**src/hdl/pmtd_pkg.sv**
```systemverilog
// Shared types, codes and sizing functions of the telemetry word decoder.
package pmtd_pkg;

	// Field and register widths
	localparam int RAW_W         = 16;
	localparam int MODE_W        = 3;
	localparam int VALUE_W       = 42;
	localparam int STATUS_W      = 2;
	localparam int GAIN_W        = 10;
	localparam int OFFSET_W      = 16;
	localparam int SLOPE_W       = 15;
	localparam int CFG_IDX_W     = 3;
	localparam int CFG_DATA_W    = 16;
	// |raw*gain - offset| stays below 2^26
	localparam int NUM_MAG_W     = 26;
	// quotient bits resolved per divider stage
	localparam int DIV_STEP_BITS = 4;
	localparam int FRONT_STAGES  = 3;
	// LINEAR11 shift amount, signed
	localparam int LIN_SH_W      = 7;

	// Conversion modes
	localparam logic [MODE_W-1:0] MODE_LIN8   = 3'd0;
	localparam logic [MODE_W-1:0] MODE_LIN9   = 3'd1;
	localparam logic [MODE_W-1:0] MODE_LIN11  = 3'd2;
	localparam logic [MODE_W-1:0] MODE_LIN2   = 3'd3;
	localparam logic [MODE_W-1:0] MODE_TEMP   = 3'd4;
	localparam logic [MODE_W-1:0] MODE_VIN    = 3'd5;
	localparam logic [MODE_W-1:0] MODE_RSVD6  = 3'd6;
	localparam logic [MODE_W-1:0] MODE_RSVD7  = 3'd7;

	// Status codes
	localparam logic [STATUS_W-1:0] ST_OK    = 2'd0;
	localparam logic [STATUS_W-1:0] ST_UNSUP = 2'd1;
	localparam logic [STATUS_W-1:0] ST_SAT   = 2'd2;

	// Configuration register indexes
	localparam logic [CFG_IDX_W-1:0] CFG_TEMP_GAIN   = 3'd0;
	localparam logic [CFG_IDX_W-1:0] CFG_TEMP_OFFSET = 3'd1;
	localparam logic [CFG_IDX_W-1:0] CFG_TEMP_SLOPE  = 3'd2;
	localparam logic [CFG_IDX_W-1:0] CFG_VIN_GAIN    = 3'd3;
	localparam logic [CFG_IDX_W-1:0] CFG_VIN_SLOPE   = 3'd4;

	// Register reset values
	localparam logic [GAIN_W-1:0]          RST_TEMP_GAIN   = 10'd10;
	localparam logic signed [OFFSET_W-1:0] RST_TEMP_OFFSET = 16'sd5887;
	localparam logic [SLOPE_W-1:0]         RST_TEMP_SLOPE  = 15'd21;
	localparam logic [GAIN_W-1:0]          RST_VIN_GAIN    = 10'd100;
	localparam logic [SLOPE_W-1:0]         RST_VIN_SLOPE   = 15'd3609;

	// Saturation bounds of the value field
	localparam logic [VALUE_W-1:0] VAL_POS_MAX = {1'b0, {(VALUE_W-1){1'b1}}};
	localparam logic [VALUE_W-1:0] VAL_NEG_MIN = {1'b1, {(VALUE_W-1){1'b0}}};

	typedef struct packed {
		logic [RAW_W-1:0]  raw_word;
		logic [MODE_W-1:0] mode;
	} cmd_t;

	typedef struct packed {
		logic signed [VALUE_W-1:0] value;
		logic [STATUS_W-1:0]       status;
	} rsp_t;

	// Control that travels with each item down the pipeline
	typedef struct packed {
		logic              valid;
		logic [MODE_W-1:0] mode;
		logic              neg;
		logic              slope_zero;
		logic              dvd_zero;
	} ctl_t;

	// Magnitude width before saturation
	function automatic int mag_width(int fb);
		return NUM_MAG_W + fb;
	endfunction

	// Dividend width, padded to whole divider stages
	function automatic int div_width(int fb);
		return ((mag_width(fb) + DIV_STEP_BITS - 1) / DIV_STEP_BITS) * DIV_STEP_BITS;
	endfunction

	function automatic int div_stages(int fb);
		return div_width(fb) / DIV_STEP_BITS;
	endfunction

	// Cycles from request accept to result strobe
	function automatic int pipe_latency(int fb);
		return FRONT_STAGES + div_stages(fb) + 1;
	endfunction

endpackage

```
**src/hdl/pmbus_telemetry_word_decoder_top.sv**
```systemverilog
// Top level of the telemetry word decoder: config registers and the decode pipeline.
//
//  channel   signals                          direction  accepted when
//  request   start, busy, cmd                 in         start && !busy at clk rise
//  result    done, rsp                        out        done high, one cycle each
//  config    cfg_valid, cfg_ready, cfg_index,  in         cfg_valid && cfg_ready
//            cfg_data
//
// One request enters per cycle; busy stays low. Each item passes the front stages,
// then the stages of the restoring divider that resolves four quotient bits per stage,
// then the output register.
// Reset clears the valid bits of every stage and loads the coefficient defaults.
// The receiver cannot stall, so the pipeline only ever advances.
module pmbus_telemetry_word_decoder_top #(
	parameter int FRACTION_BITS = 16
) (
	input  logic                            clk,
	input  logic                            arst_n,
	input  logic                            start,
	input  pmtd_pkg::cmd_t                  cmd,
	output logic                            busy,
	output logic                            done,
	output pmtd_pkg::rsp_t                  rsp,
	input  logic                            cfg_valid,
	output logic                            cfg_ready,
	input  logic [pmtd_pkg::CFG_IDX_W-1:0]  cfg_index,
	input  logic [pmtd_pkg::CFG_DATA_W-1:0] cfg_data
);
	import pmtd_pkg::*;

	localparam int MAG_W = mag_width(FRACTION_BITS);
	localparam int DIV_W = div_width(FRACTION_BITS);
	localparam int NST   = div_stages(FRACTION_BITS);

	// Coefficient registers
	logic [GAIN_W-1:0]          temp_gain_q;
	logic signed [OFFSET_W-1:0] temp_offset_q;
	logic [SLOPE_W-1:0]         temp_slope_q;
	logic [GAIN_W-1:0]          vin_gain_q;
	logic [SLOPE_W-1:0]         vin_slope_q;

	assign cfg_ready = 1'b1;
	assign busy      = 1'b0;

	always_ff @(posedge clk or negedge arst_n) begin
		if (!arst_n) begin
			temp_gain_q   <= RST_TEMP_GAIN;
			temp_offset_q <= RST_TEMP_OFFSET;
			temp_slope_q  <= RST_TEMP_SLOPE;
			vin_gain_q    <= RST_VIN_GAIN;
			vin_slope_q   <= RST_VIN_SLOPE;
		end else if (cfg_valid && cfg_ready) begin
			case (cfg_index)
				CFG_TEMP_GAIN:   temp_gain_q   <= cfg_data[GAIN_W-1:0];
				CFG_TEMP_OFFSET: temp_offset_q <= $signed(cfg_data[OFFSET_W-1:0]);
				CFG_TEMP_SLOPE:  temp_slope_q  <= cfg_data[SLOPE_W-1:0];
				CFG_VIN_GAIN:    vin_gain_q    <= cfg_data[GAIN_W-1:0];
				CFG_VIN_SLOPE:   vin_slope_q   <= cfg_data[SLOPE_W-1:0];
				default: ;
			endcase
		end
	end

	// Stage outputs; index 0 comes from the front stages
	ctl_t               stage_ctl   [NST+1];
	logic [DIV_W-1:0]   stage_dq    [NST+1];
	logic [SLOPE_W-1:0] stage_rem   [NST+1];
	logic [SLOPE_W-1:0] stage_slope [NST+1];

	assign stage_rem[0] = '0;

	pmtd_front #(
		.FRACTION_BITS(FRACTION_BITS),
		.MAG_W(MAG_W),
		.DIV_W(DIV_W)
	) u_front (
		.clk(clk),
		.arst_n(arst_n),
		.accept(start && !busy),
		.cmd(cmd),
		.temp_gain(temp_gain_q),
		.temp_offset(temp_offset_q),
		.temp_slope(temp_slope_q),
		.vin_gain(vin_gain_q),
		.vin_slope(vin_slope_q),
		.ctl_s3(stage_ctl[0]),
		.dividend_s3(stage_dq[0]),
		.slope_s3(stage_slope[0])
	);

	// Divider chain
	for (genvar g = 0; g < NST; g++) begin : g_div
		pmtd_div_stage #(
			.DIV_W(DIV_W)
		) u_stage (
			.clk(clk),
			.arst_n(arst_n),
			.in_ctl(stage_ctl[g]),
			.in_dq(stage_dq[g]),
			.in_rem(stage_rem[g]),
			.in_slope(stage_slope[g]),
			.ctl_s1(stage_ctl[g+1]),
			.dq_s1(stage_dq[g+1]),
			.rem_s1(stage_rem[g+1]),
			.slope_s1(stage_slope[g+1])
		);
	end

	// Quotient never exceeds the dividend for a nonzero slope, so its top padding bits are zero
	pmtd_emit #(
		.FRACTION_BITS(FRACTION_BITS),
		.MAG_W(MAG_W)
	) u_emit (
		.clk(clk),
		.arst_n(arst_n),
		.ctl(stage_ctl[NST]),
		.quotient(stage_dq[NST][MAG_W-1:0]),
		.done_q(done),
		.rsp_q(rsp)
	);

endmodule

```
**src/hdl/pmtd_front.sv**
```systemverilog
// Front stages: capture, gain multiply and format shifts, numerator and dividend setup.
module pmtd_front #(
	parameter int FRACTION_BITS = 16,
	parameter int MAG_W         = pmtd_pkg::mag_width(FRACTION_BITS),
	parameter int DIV_W         = pmtd_pkg::div_width(FRACTION_BITS)
) (
	input  logic                                   clk,
	input  logic                                   arst_n,
	input  logic                                   accept,
	input  pmtd_pkg::cmd_t                         cmd,
	input  logic [pmtd_pkg::GAIN_W-1:0]            temp_gain,
	input  logic signed [pmtd_pkg::OFFSET_W-1:0]   temp_offset,
	input  logic [pmtd_pkg::SLOPE_W-1:0]           temp_slope,
	input  logic [pmtd_pkg::GAIN_W-1:0]            vin_gain,
	input  logic [pmtd_pkg::SLOPE_W-1:0]           vin_slope,
	output pmtd_pkg::ctl_t                         ctl_s3,
	output logic [DIV_W-1:0]                       dividend_s3,
	output logic [pmtd_pkg::SLOPE_W-1:0]           slope_s3
);
	import pmtd_pkg::*;

	localparam int L8 = FRACTION_BITS - 8;
	localparam int L9 = (FRACTION_BITS >= 9) ? FRACTION_BITS - 9 : 0;
	localparam int R9 = (FRACTION_BITS >= 9) ? 0 : 9 - FRACTION_BITS;
	localparam int L2 = FRACTION_BITS - 2;
	localparam int NUM_W = NUM_MAG_W + 2;

	// Stage 1: request capture
	logic valid_s1;
	cmd_t cmd_s1;

	always_ff @(posedge clk or negedge arst_n) begin
		if (!arst_n) begin
			valid_s1 <= 1'b0;
		end else begin
			valid_s1 <= accept;
		end
	end

	always_ff @(posedge clk) begin
		cmd_s1 <= cmd;
	end

	// Stage 2: gain product and shifted magnitude of the linear formats
	logic [GAIN_W-1:0]          gain_sel;
	logic [NUM_MAG_W-1:0]       prod;
	logic [4:0]                 lin_exp;
	logic signed [LIN_SH_W-1:0] lin_sh;
	logic [10:0]                lin_mag;
	logic                       lin_neg;
	logic [5:0]                 lin_shl;
	logic [5:0]                 lin_shr;
	logic [LIN_SH_W-1:0]        lin_sh_neg;
	logic [MAG_W-1:0]           shmag;

	assign gain_sel = (cmd_s1.mode == MODE_VIN) ? vin_gain : temp_gain;
	assign prod     = NUM_MAG_W'(cmd_s1.raw_word) * NUM_MAG_W'(gain_sel);

	assign lin_exp    = cmd_s1.raw_word[15:11];
	assign lin_sh     = $signed({{(LIN_SH_W-5){lin_exp[4]}}, lin_exp}) +
	                    $signed(LIN_SH_W'(FRACTION_BITS));
	assign lin_neg    = cmd_s1.raw_word[10];
	assign lin_mag    = lin_neg ? 11'(12'd2048 - {1'b0, cmd_s1.raw_word[10:0]})
	                            : cmd_s1.raw_word[10:0];
	assign lin_sh_neg = LIN_SH_W'(-lin_sh);
	assign lin_shl    = lin_sh[LIN_SH_W-1] ? 6'd0 : lin_sh[5:0];
	assign lin_shr    = lin_sh[LIN_SH_W-1] ? lin_sh_neg[5:0] : 6'd0;

	always_comb begin
		case (cmd_s1.mode)
			MODE_LIN8:  shmag = MAG_W'(cmd_s1.raw_word) << L8;
			MODE_LIN9:  shmag = (MAG_W'(cmd_s1.raw_word) << L9) >> R9;
			MODE_LIN11: shmag = (MAG_W'(lin_mag) << lin_shl) >> lin_shr;
			MODE_LIN2:  shmag = MAG_W'(cmd_s1.raw_word[10:0]) << L2;
			default:    shmag = '0;
		endcase
	end

	logic                 valid_s2;
	logic [MODE_W-1:0]    mode_s2;
	logic [NUM_MAG_W-1:0] prod_s2;
	logic [MAG_W-1:0]     shmag_s2;
	logic                 neg_s2;

	always_ff @(posedge clk or negedge arst_n) begin
		if (!arst_n) begin
			valid_s2 <= 1'b0;
		end else begin
			valid_s2 <= valid_s1;
		end
	end

	always_ff @(posedge clk) begin
		mode_s2  <= cmd_s1.mode;
		prod_s2  <= prod;
		shmag_s2 <= shmag;
		neg_s2   <= (cmd_s1.mode == MODE_LIN11) && lin_neg;
	end

	// Stage 3: signed numerator, magnitude and divider operands
	logic signed [NUM_W-1:0] offs;
	logic signed [NUM_W-1:0] num;
	logic                    num_neg;
	logic [NUM_W-1:0]        num_abs;
	logic                    direct;
	logic [DIV_W-1:0]        dividend;
	logic [SLOPE_W-1:0]      slope;
	ctl_t                    ctl;

	assign offs    = (mode_s2 == MODE_TEMP) ?
	                 $signed({{(NUM_W-OFFSET_W){temp_offset[OFFSET_W-1]}}, temp_offset}) :
	                 $signed(NUM_W'(0));
	assign num     = $signed({2'b00, prod_s2}) - offs;
	assign num_neg = num[NUM_W-1];
	assign num_abs = num_neg ? NUM_W'(-num) : NUM_W'(num);
	assign direct  = (mode_s2 == MODE_TEMP) || (mode_s2 == MODE_VIN);

	// linear formats divide by one so every item takes the same path
	always_comb begin
		case (mode_s2)
			MODE_TEMP: slope = temp_slope;
			MODE_VIN:  slope = vin_slope;
			default:   slope = SLOPE_W'(1);
		endcase
	end

	assign dividend = direct ?
	                  DIV_W'({num_abs[NUM_MAG_W-1:0], {FRACTION_BITS{1'b0}}}) :
	                  DIV_W'(shmag_s2);

	always_comb begin
		ctl.valid      = valid_s2;
		ctl.mode       = mode_s2;
		ctl.neg        = direct ? num_neg : neg_s2;
		ctl.slope_zero = direct && (slope == '0);
		ctl.dvd_zero   = (dividend == '0);
	end

	always_ff @(posedge clk or negedge arst_n) begin
		if (!arst_n) begin
			ctl_s3 <= '0;
		end else begin
			ctl_s3 <= ctl;
		end
	end

	always_ff @(posedge clk) begin
		dividend_s3 <= dividend;
		slope_s3    <= slope;
	end

endmodule

```
**src/hdl/pmtd_div_stage.sv**
```systemverilog
// One register stage of the restoring divider, DIV_STEP_BITS quotient bits per stage.
module pmtd_div_stage #(
	parameter int DIV_W = 44
) (
	input  logic                         clk,
	input  logic                         arst_n,
	input  pmtd_pkg::ctl_t               in_ctl,
	input  logic [DIV_W-1:0]             in_dq,
	input  logic [pmtd_pkg::SLOPE_W-1:0] in_rem,
	input  logic [pmtd_pkg::SLOPE_W-1:0] in_slope,
	output pmtd_pkg::ctl_t               ctl_s1,
	output logic [DIV_W-1:0]             dq_s1,
	output logic [pmtd_pkg::SLOPE_W-1:0] rem_s1,
	output logic [pmtd_pkg::SLOPE_W-1:0] slope_s1
);
	import pmtd_pkg::*;

	logic [DIV_W-1:0]   dq_nxt;
	logic [SLOPE_W-1:0] rem_nxt;

	// dq holds unused dividend bits on top and fresh quotient bits below
	always_comb begin
		logic [SLOPE_W:0] trial;
		dq_nxt  = in_dq;
		rem_nxt = in_rem;
		for (int i = 0; i < DIV_STEP_BITS; i++) begin
			trial = {rem_nxt, dq_nxt[DIV_W-1]};
			if (trial >= {1'b0, in_slope}) begin
				trial  = trial - {1'b0, in_slope};
				dq_nxt = {dq_nxt[DIV_W-2:0], 1'b1};
			end else begin
				dq_nxt = {dq_nxt[DIV_W-2:0], 1'b0};
			end
			rem_nxt = trial[SLOPE_W-1:0];
		end
	end

	always_ff @(posedge clk or negedge arst_n) begin
		if (!arst_n) begin
			ctl_s1 <= '0;
		end else begin
			ctl_s1 <= in_ctl;
		end
	end

	always_ff @(posedge clk) begin
		dq_s1    <= dq_nxt;
		rem_s1   <= rem_nxt;
		slope_s1 <= in_slope;
	end

endmodule

```
**src/hdl/pmtd_emit.sv**
```systemverilog
// Output stage: saturation, zero-slope and unsupported-mode handling, result register.
module pmtd_emit #(
	parameter int FRACTION_BITS = 16,
	parameter int MAG_W         = pmtd_pkg::mag_width(FRACTION_BITS)
) (
	input  logic             clk,
	input  logic             arst_n,
	input  pmtd_pkg::ctl_t   ctl,
	input  logic [MAG_W-1:0] quotient,
	output logic             done_q,
	output pmtd_pkg::rsp_t   rsp_q
);
	import pmtd_pkg::*;

	localparam int CW = (MAG_W > VALUE_W + 1) ? MAG_W : VALUE_W + 1;
	localparam logic [CW-1:0]      NEG_LIM   = CW'(1) << (VALUE_W - 1);
	localparam logic [CW-1:0]      POS_LIM   = NEG_LIM - CW'(1);
	localparam logic [VALUE_W-1:0] UNSUP_VAL = '0 - (VALUE_W'(1) << FRACTION_BITS);

	logic [CW-1:0] magx;
	logic [CW-1:0] mag_neg;
	rsp_t          rsp;

	assign magx    = CW'(quotient);
	assign mag_neg = CW'(-magx);

	// select and clamp the signed result
	always_comb begin
		rsp.status = ST_OK;
		rsp.value  = ctl.neg ? $signed(mag_neg[VALUE_W-1:0]) : $signed(magx[VALUE_W-1:0]);
		if ((ctl.mode == MODE_RSVD6) || (ctl.mode == MODE_RSVD7)) begin
			rsp.value  = $signed(UNSUP_VAL);
			rsp.status = ST_UNSUP;
		end else if (ctl.slope_zero) begin
			if (ctl.dvd_zero) begin
				rsp.value = '0;
			end else begin
				rsp.value  = ctl.neg ? $signed(VAL_NEG_MIN) : $signed(VAL_POS_MAX);
				rsp.status = ST_SAT;
			end
		end else if (!ctl.neg && (magx > POS_LIM)) begin
			rsp.value  = $signed(VAL_POS_MAX);
			rsp.status = ST_SAT;
		end else if (ctl.neg && (magx > NEG_LIM)) begin
			rsp.value  = $signed(VAL_NEG_MIN);
			rsp.status = ST_SAT;
		end
	end

	always_ff @(posedge clk or negedge arst_n) begin
		if (!arst_n) begin
			done_q <= 1'b0;
		end else begin
			done_q <= ctl.valid;
		end
	end

	always_ff @(posedge clk) begin
		rsp_q <= rsp;
	end

endmodule

```
**config.mk**
```make
export PLATFORM = sky130hd
export DESIGN_NAME = pmbus_telemetry_word_decoder_top
export DESIGN_NICKNAME = d
export VERILOG_FILES = /design/src/hdl/pmtd_pkg.sv /design/src/hdl/pmbus_telemetry_word_decoder_top.sv /design/src/hdl/pmtd_front.sv /design/src/hdl/pmtd_div_stage.sv /design/src/hdl/pmtd_emit.sv
export SDC_FILE = /design/constraint.sdc
export NUM_CORES = 2
export LEC_CHECK = 0
export ABC_AREA = 1
export BUFFER_PORTS_ARGS = -buffer_cell sky130_fd_sc_hd__buf_4
export CAP_MARGIN = 20
export CORE_ASPECT_RATIO = 0.75
export CORE_UTILIZATION = 55
export CTS_CLUSTER_SIZE = 30
export DETAILED_ROUTE_END_ITERATION = 10
export PLACE_DENSITY_LB_ADDON = 0.3
export SYNTH_ARGS = -nofsm -noshare
export SYNTH_HDL_FRONTEND = slang
export SYNTH_SLANG_ARGS = --single-unit
export TNS_END_PERCENT = 30
```
**constraint.sdc**
```tcl
create_clock -name clk -period 14.34 [get_ports clk]
set_clock_uncertainty 0.15 [all_clocks]
set_input_delay 0.717 -clock clk [delete_from_list [all_inputs] [get_ports clk]]
set_output_delay 0.717 -clock clk [all_outputs]
set_load 0.005 [all_outputs]
```
==> qor.yml <==
outcome:
  run_status: "finished, final reports clean"
routing:
  drc: 0
  wl_per_cell_um: 17.1
  antenna_violating_nets_post_route: 0
  first_iter_violations: 6304
  routed-via-count: 62100
  vias_per_cell: 5.55
  drt_pass1_iterations: 7
  overall_routed_net_length_um: 191000
place:
  numPortBuffers: 86
  gp_congestion: 1.02
  dp.final_hpwl_um: 153000
setup_path:
  worst-path-max-fanout: 29
  crit_arrival_ns: 11.42
  timing.setup.critical_path_class: "reg2reg"
  critPathRequiredTime_ns: 14.81
  crit_path_start_kind: "register"
  critPathSlowestCell: "sky130_fd_sc_hd__dfxtp_1"
  critical-path-max-stage-delay_ns: 0.61
  worst_setup_path_end_kind: "register"
clock_tree:
  cts-htree-levels: 3
  cts.clk_slew.worst_paths_ns: 0.08
  tritoncts.num_buffers: 104
  clock_sinks: 1095
  clk-insertion-delay-late_ns: 0.75
  clock_tree.root_cell: "sky130_fd_sc_hd__clkbuf_16"
  longest_clk_path_bufs: 3
  cts_tree: "built"
yosys:
  synth_ff_type: "sky130_fd_sc_hd__dfxtp_1"
  multiplexer_area_fraction_after_synthesis: 0.000582
  post_synth_fa_ha_maj_area_fraction: 0.173
  netlist_top_cells_area: "sky130_fd_sc_hd__dfxtp_1 27%, sky130_fd_sc_hd__ha_1 13%, sky130_fd_sc_hd__nand2_1 12%"
  netlist.top_cell.by_area: "sky130_fd_sc_hd__dfxtp_1"
  number_of_synthesized_flops_with_an_enable_pin: 0
  synth_simple_gate_area_frac: 0.216
  ys_seq_area_frac: 0.319
  area_of_the_mapped_netlist_um2: 70900
  synthesis.instances: 9391
  ys_ff_latch: 1095
  synth-warning-count: 0
  synth_top_family_by_area: "simple AND/OR/NAND/NOR gates"
  synth_top_area_share: 0.269
  synthXorXnorAreaFrac: 0.0702
  synth_compound_gate_area_share: 0.146
  asyncSetResetFlopFracSynth: 0.129
  synth_nets: 10300
  yosys_cell_types: 77
  mean_post_synth_cell_area_um2: 7.56
grt:
  groute.usage.overall: 0.289
  grt_max_degree: 75
  grt_overflow_total: 0
  antenna_found_initial: 8
  grt_pass1_wl_um: 307000
  number_of_global_route_vias_before_repair: 58700
final_layout:
  syn2layout_area_growth_pct: 8.11
  n_fill_cell: 11300
  area.sequential_um2: 22700
  fin_nets: 10400
  multi_input_comb_area_um2: 43000
  drive_above_1_share: 0.0575
floorplan:
  rows: 113
  placeableCoreArea_um2: 127000
  die_width_um: 417
  die-height_um: 313
  die_area_um2: 130000
  ios: 89
  initial_utilization: 0.558
sta:
  fmaxAchievable_mhz: 91.4
  unrepaired_setup_endpoints_after_global_routing: "no"
  finalSetupViolations: 0
  period_minus_slack_ns: 10.95
  timing.final.crit_share: 0.763
  fin_setup_tns_ns: 0
  worst_pin_slew_ns: 1.04
  timing.slew.headroom: 0.304
  hold_viol_final: 0
  final_max_slew_viol_count: 0
worst_hold_path:
  worst_hold_path_type: "in2reg"
job:
  number_of_violations_of_the_max_capacitance_limit: 0
## cell usage in the layout (no fill, tap or decap), types with 30 or more instances in the layout
master,instances
sky130_fd_sc_hd__o21a_1,30
sky130_fd_sc_hd__dfxtp_1,954
sky130_fd_sc_hd__a21o_1,45
sky130_fd_sc_hd__clkbuf_16,107
sky130_fd_sc_hd__nor4_1,37
sky130_fd_sc_hd__o21ai_0,670
sky130_fd_sc_hd__nor3_1,119
sky130_fd_sc_hd__nand4_1,80
sky130_fd_sc_hd__fa_1,152
sky130_fd_sc_hd__inv_1,1102
sky130_fd_sc_hd__nand2_1,2272
sky130_fd_sc_hd__dfrtp_1,116
sky130_fd_sc_hd__nand3_1,367
sky130_fd_sc_hd__a21oi_1,691
sky130_fd_sc_hd__xor2_1,349
sky130_fd_sc_hd__or2_2,52
sky130_fd_sc_hd__a21oi_2,46
sky130_fd_sc_hd__o21ai_1,92
sky130_fd_sc_hd__xnor2_1,220
sky130_fd_sc_hd__nor2_1,633
sky130_fd_sc_hd__o21bai_1,42
sky130_fd_sc_hd__buf_4,106
sky130_fd_sc_hd__ha_1,737
## through the flow
stage	setup slack [ns]	utilization	hold slack (ns)	cell area [um2]	cells
4_1_cts	3.62	0.603	0.0471	76700	11200
3_3_place_gp	3.67	0.572	0.160	72800	11000
2_1_floorplan	6.22	-	0.160	70900	9391
5_1_grt	2.34	0.603	0.0672	76700	11200
6_report	3.39	0.603	0.0938	76700	11200
3_5_place_dp	3.67	0.572	0.162	72800	11000
## layout make-up
class	count	area share
Antenna cell	1	0.0000326
Clock buffer	125	0.0370
Clock inverter	71	0.0110
Inverter	1134	0.0555
Multi-Input combinational cell	6967	0.561
Sequential cell	1095	0.295
Tap cell	1667	0.0272
Timing Repair Buffer	128	0.0133
## layer usage
layer	up-vias	GRT usage	routed length [um]
met5	-	0	12
met4	2	0.102	6800
met3	341	0.0517	14800
met2	2294	0.457	83100
met1	28600	0.397	86600
li1	30900	-	-
## cell usage after synthesis, types with 20 or more instances
master / instances
sky130_fd_sc_hd__inv_1: 1102
sky130_fd_sc_hd__xnor2_1: 220
sky130_fd_sc_hd__nand2_2: 20
sky130_fd_sc_hd__buf_2: 48
sky130_fd_sc_hd__a21oi_1: 691
sky130_fd_sc_hd__a21o_1: 45
sky130_fd_sc_hd__buf_4: 28
sky130_fd_sc_hd__ha_1: 737
sky130_fd_sc_hd__o21bai_1: 42
sky130_fd_sc_hd__o21ai_2: 21
sky130_fd_sc_hd__o21ai_0: 670
sky130_fd_sc_hd__nand4_1: 80
sky130_fd_sc_hd__nor2_1: 635
sky130_fd_sc_hd__nand2_1: 2272
sky130_fd_sc_hd__xor2_1: 349
sky130_fd_sc_hd__nand3_1: 367
sky130_fd_sc_hd__o21a_1: 30
sky130_fd_sc_hd__fa_1: 152
sky130_fd_sc_hd__nor3_1: 119
sky130_fd_sc_hd__nor4_1: 37
sky130_fd_sc_hd__a31oi_1: 29
sky130_fd_sc_hd__dfrtp_1: 116
sky130_fd_sc_hd__dfstp_2: 25
sky130_fd_sc_hd__inv_2: 24
sky130_fd_sc_hd__o21ai_1: 92
sky130_fd_sc_hd__or2_2: 52
sky130_fd_sc_hd__dfxtp_1: 954
sky130_fd_sc_hd__a21oi_2: 46
sky130_fd_sc_hd__clkbuf_1: 88
## critical path, delay by kind of cell, from the launching register on
kind            cells  cell delay, ns
compound gates     24            4.71
buf+inv             6            1.38
fa+ha+maj           4            1.74
simple gates       12            2.20
flops               1            0.61
## cells by family (layout without fill, tap and decap cells)
family | count (synthesis) | count (layout)
buffers and inverters | 1329 | 1458
AOI/OAI and AO/OA | 1837 | 1837
DFF | 1095 | 1095
xor gates and xnor gates | 569 | 569
and+or+nand+nor | 3666 | 3666
other | 2 | 3
adders and majority gates | 889 | 889
muxes | 4 | 4
## timing repair
item	4_1_cts	5_1_grt
endpoints found under the setup margin	0	0
resized for setup	0	0
buffers inserted	0	0
endpoints found under the hold margin	68	0
hold buffers	21	0
## state kept, by name (all words and copies together) (netlist names), 26 cells and up
name,flops
g_div.u_stage.rem_s1,150
g_div.u_stage.ctl_s1,66
u_front.dividend_s3,42
g_div.u_stage.slope_s1,150
u_emit.rsp_q,44
u_front.shmag_s2,42
u_front.prod_s2,26
g_div.u_stage.dq_s1,462
## final timing paths
path / slack (ns) / cells after the start / from / to
max: 3.39 / 46 / g_div[8].u_stage.slope_s1[1]$_DFF_P_ / g_div[9].u_stage.rem_s1[4]$_DFF_P_
min: 0.09 / 2 / cfg_data[15] / temp_offset_q[15]$_DFFE_PN0P_
max reg2reg: 3.39 / 46 / g_div[8].u_stage.slope_s1[1]$_DFF_P_ / g_div[9].u_stage.rem_s1[4]$_DFF_P_
min reg2reg: 0.15 / 0 / g_div[0].u_stage.dq_s1[14]$_DFF_P_ / g_div[1].u_stage.dq_s1[18]$_DFF_P_
max in group asynchronous: 12.28 / 3 / arst_n / g_div[2].u_stage.ctl_s1[2]$_DFF_PN0_
min in group asynchronous: 0.39 / 2 / arst_n / vin_slope_q[7]$_DFFE_PN0P_
Power is left out: the tool's default activity adds up to more than one toggle a clock period on the data nets, which glitch-free logic cannot reach.
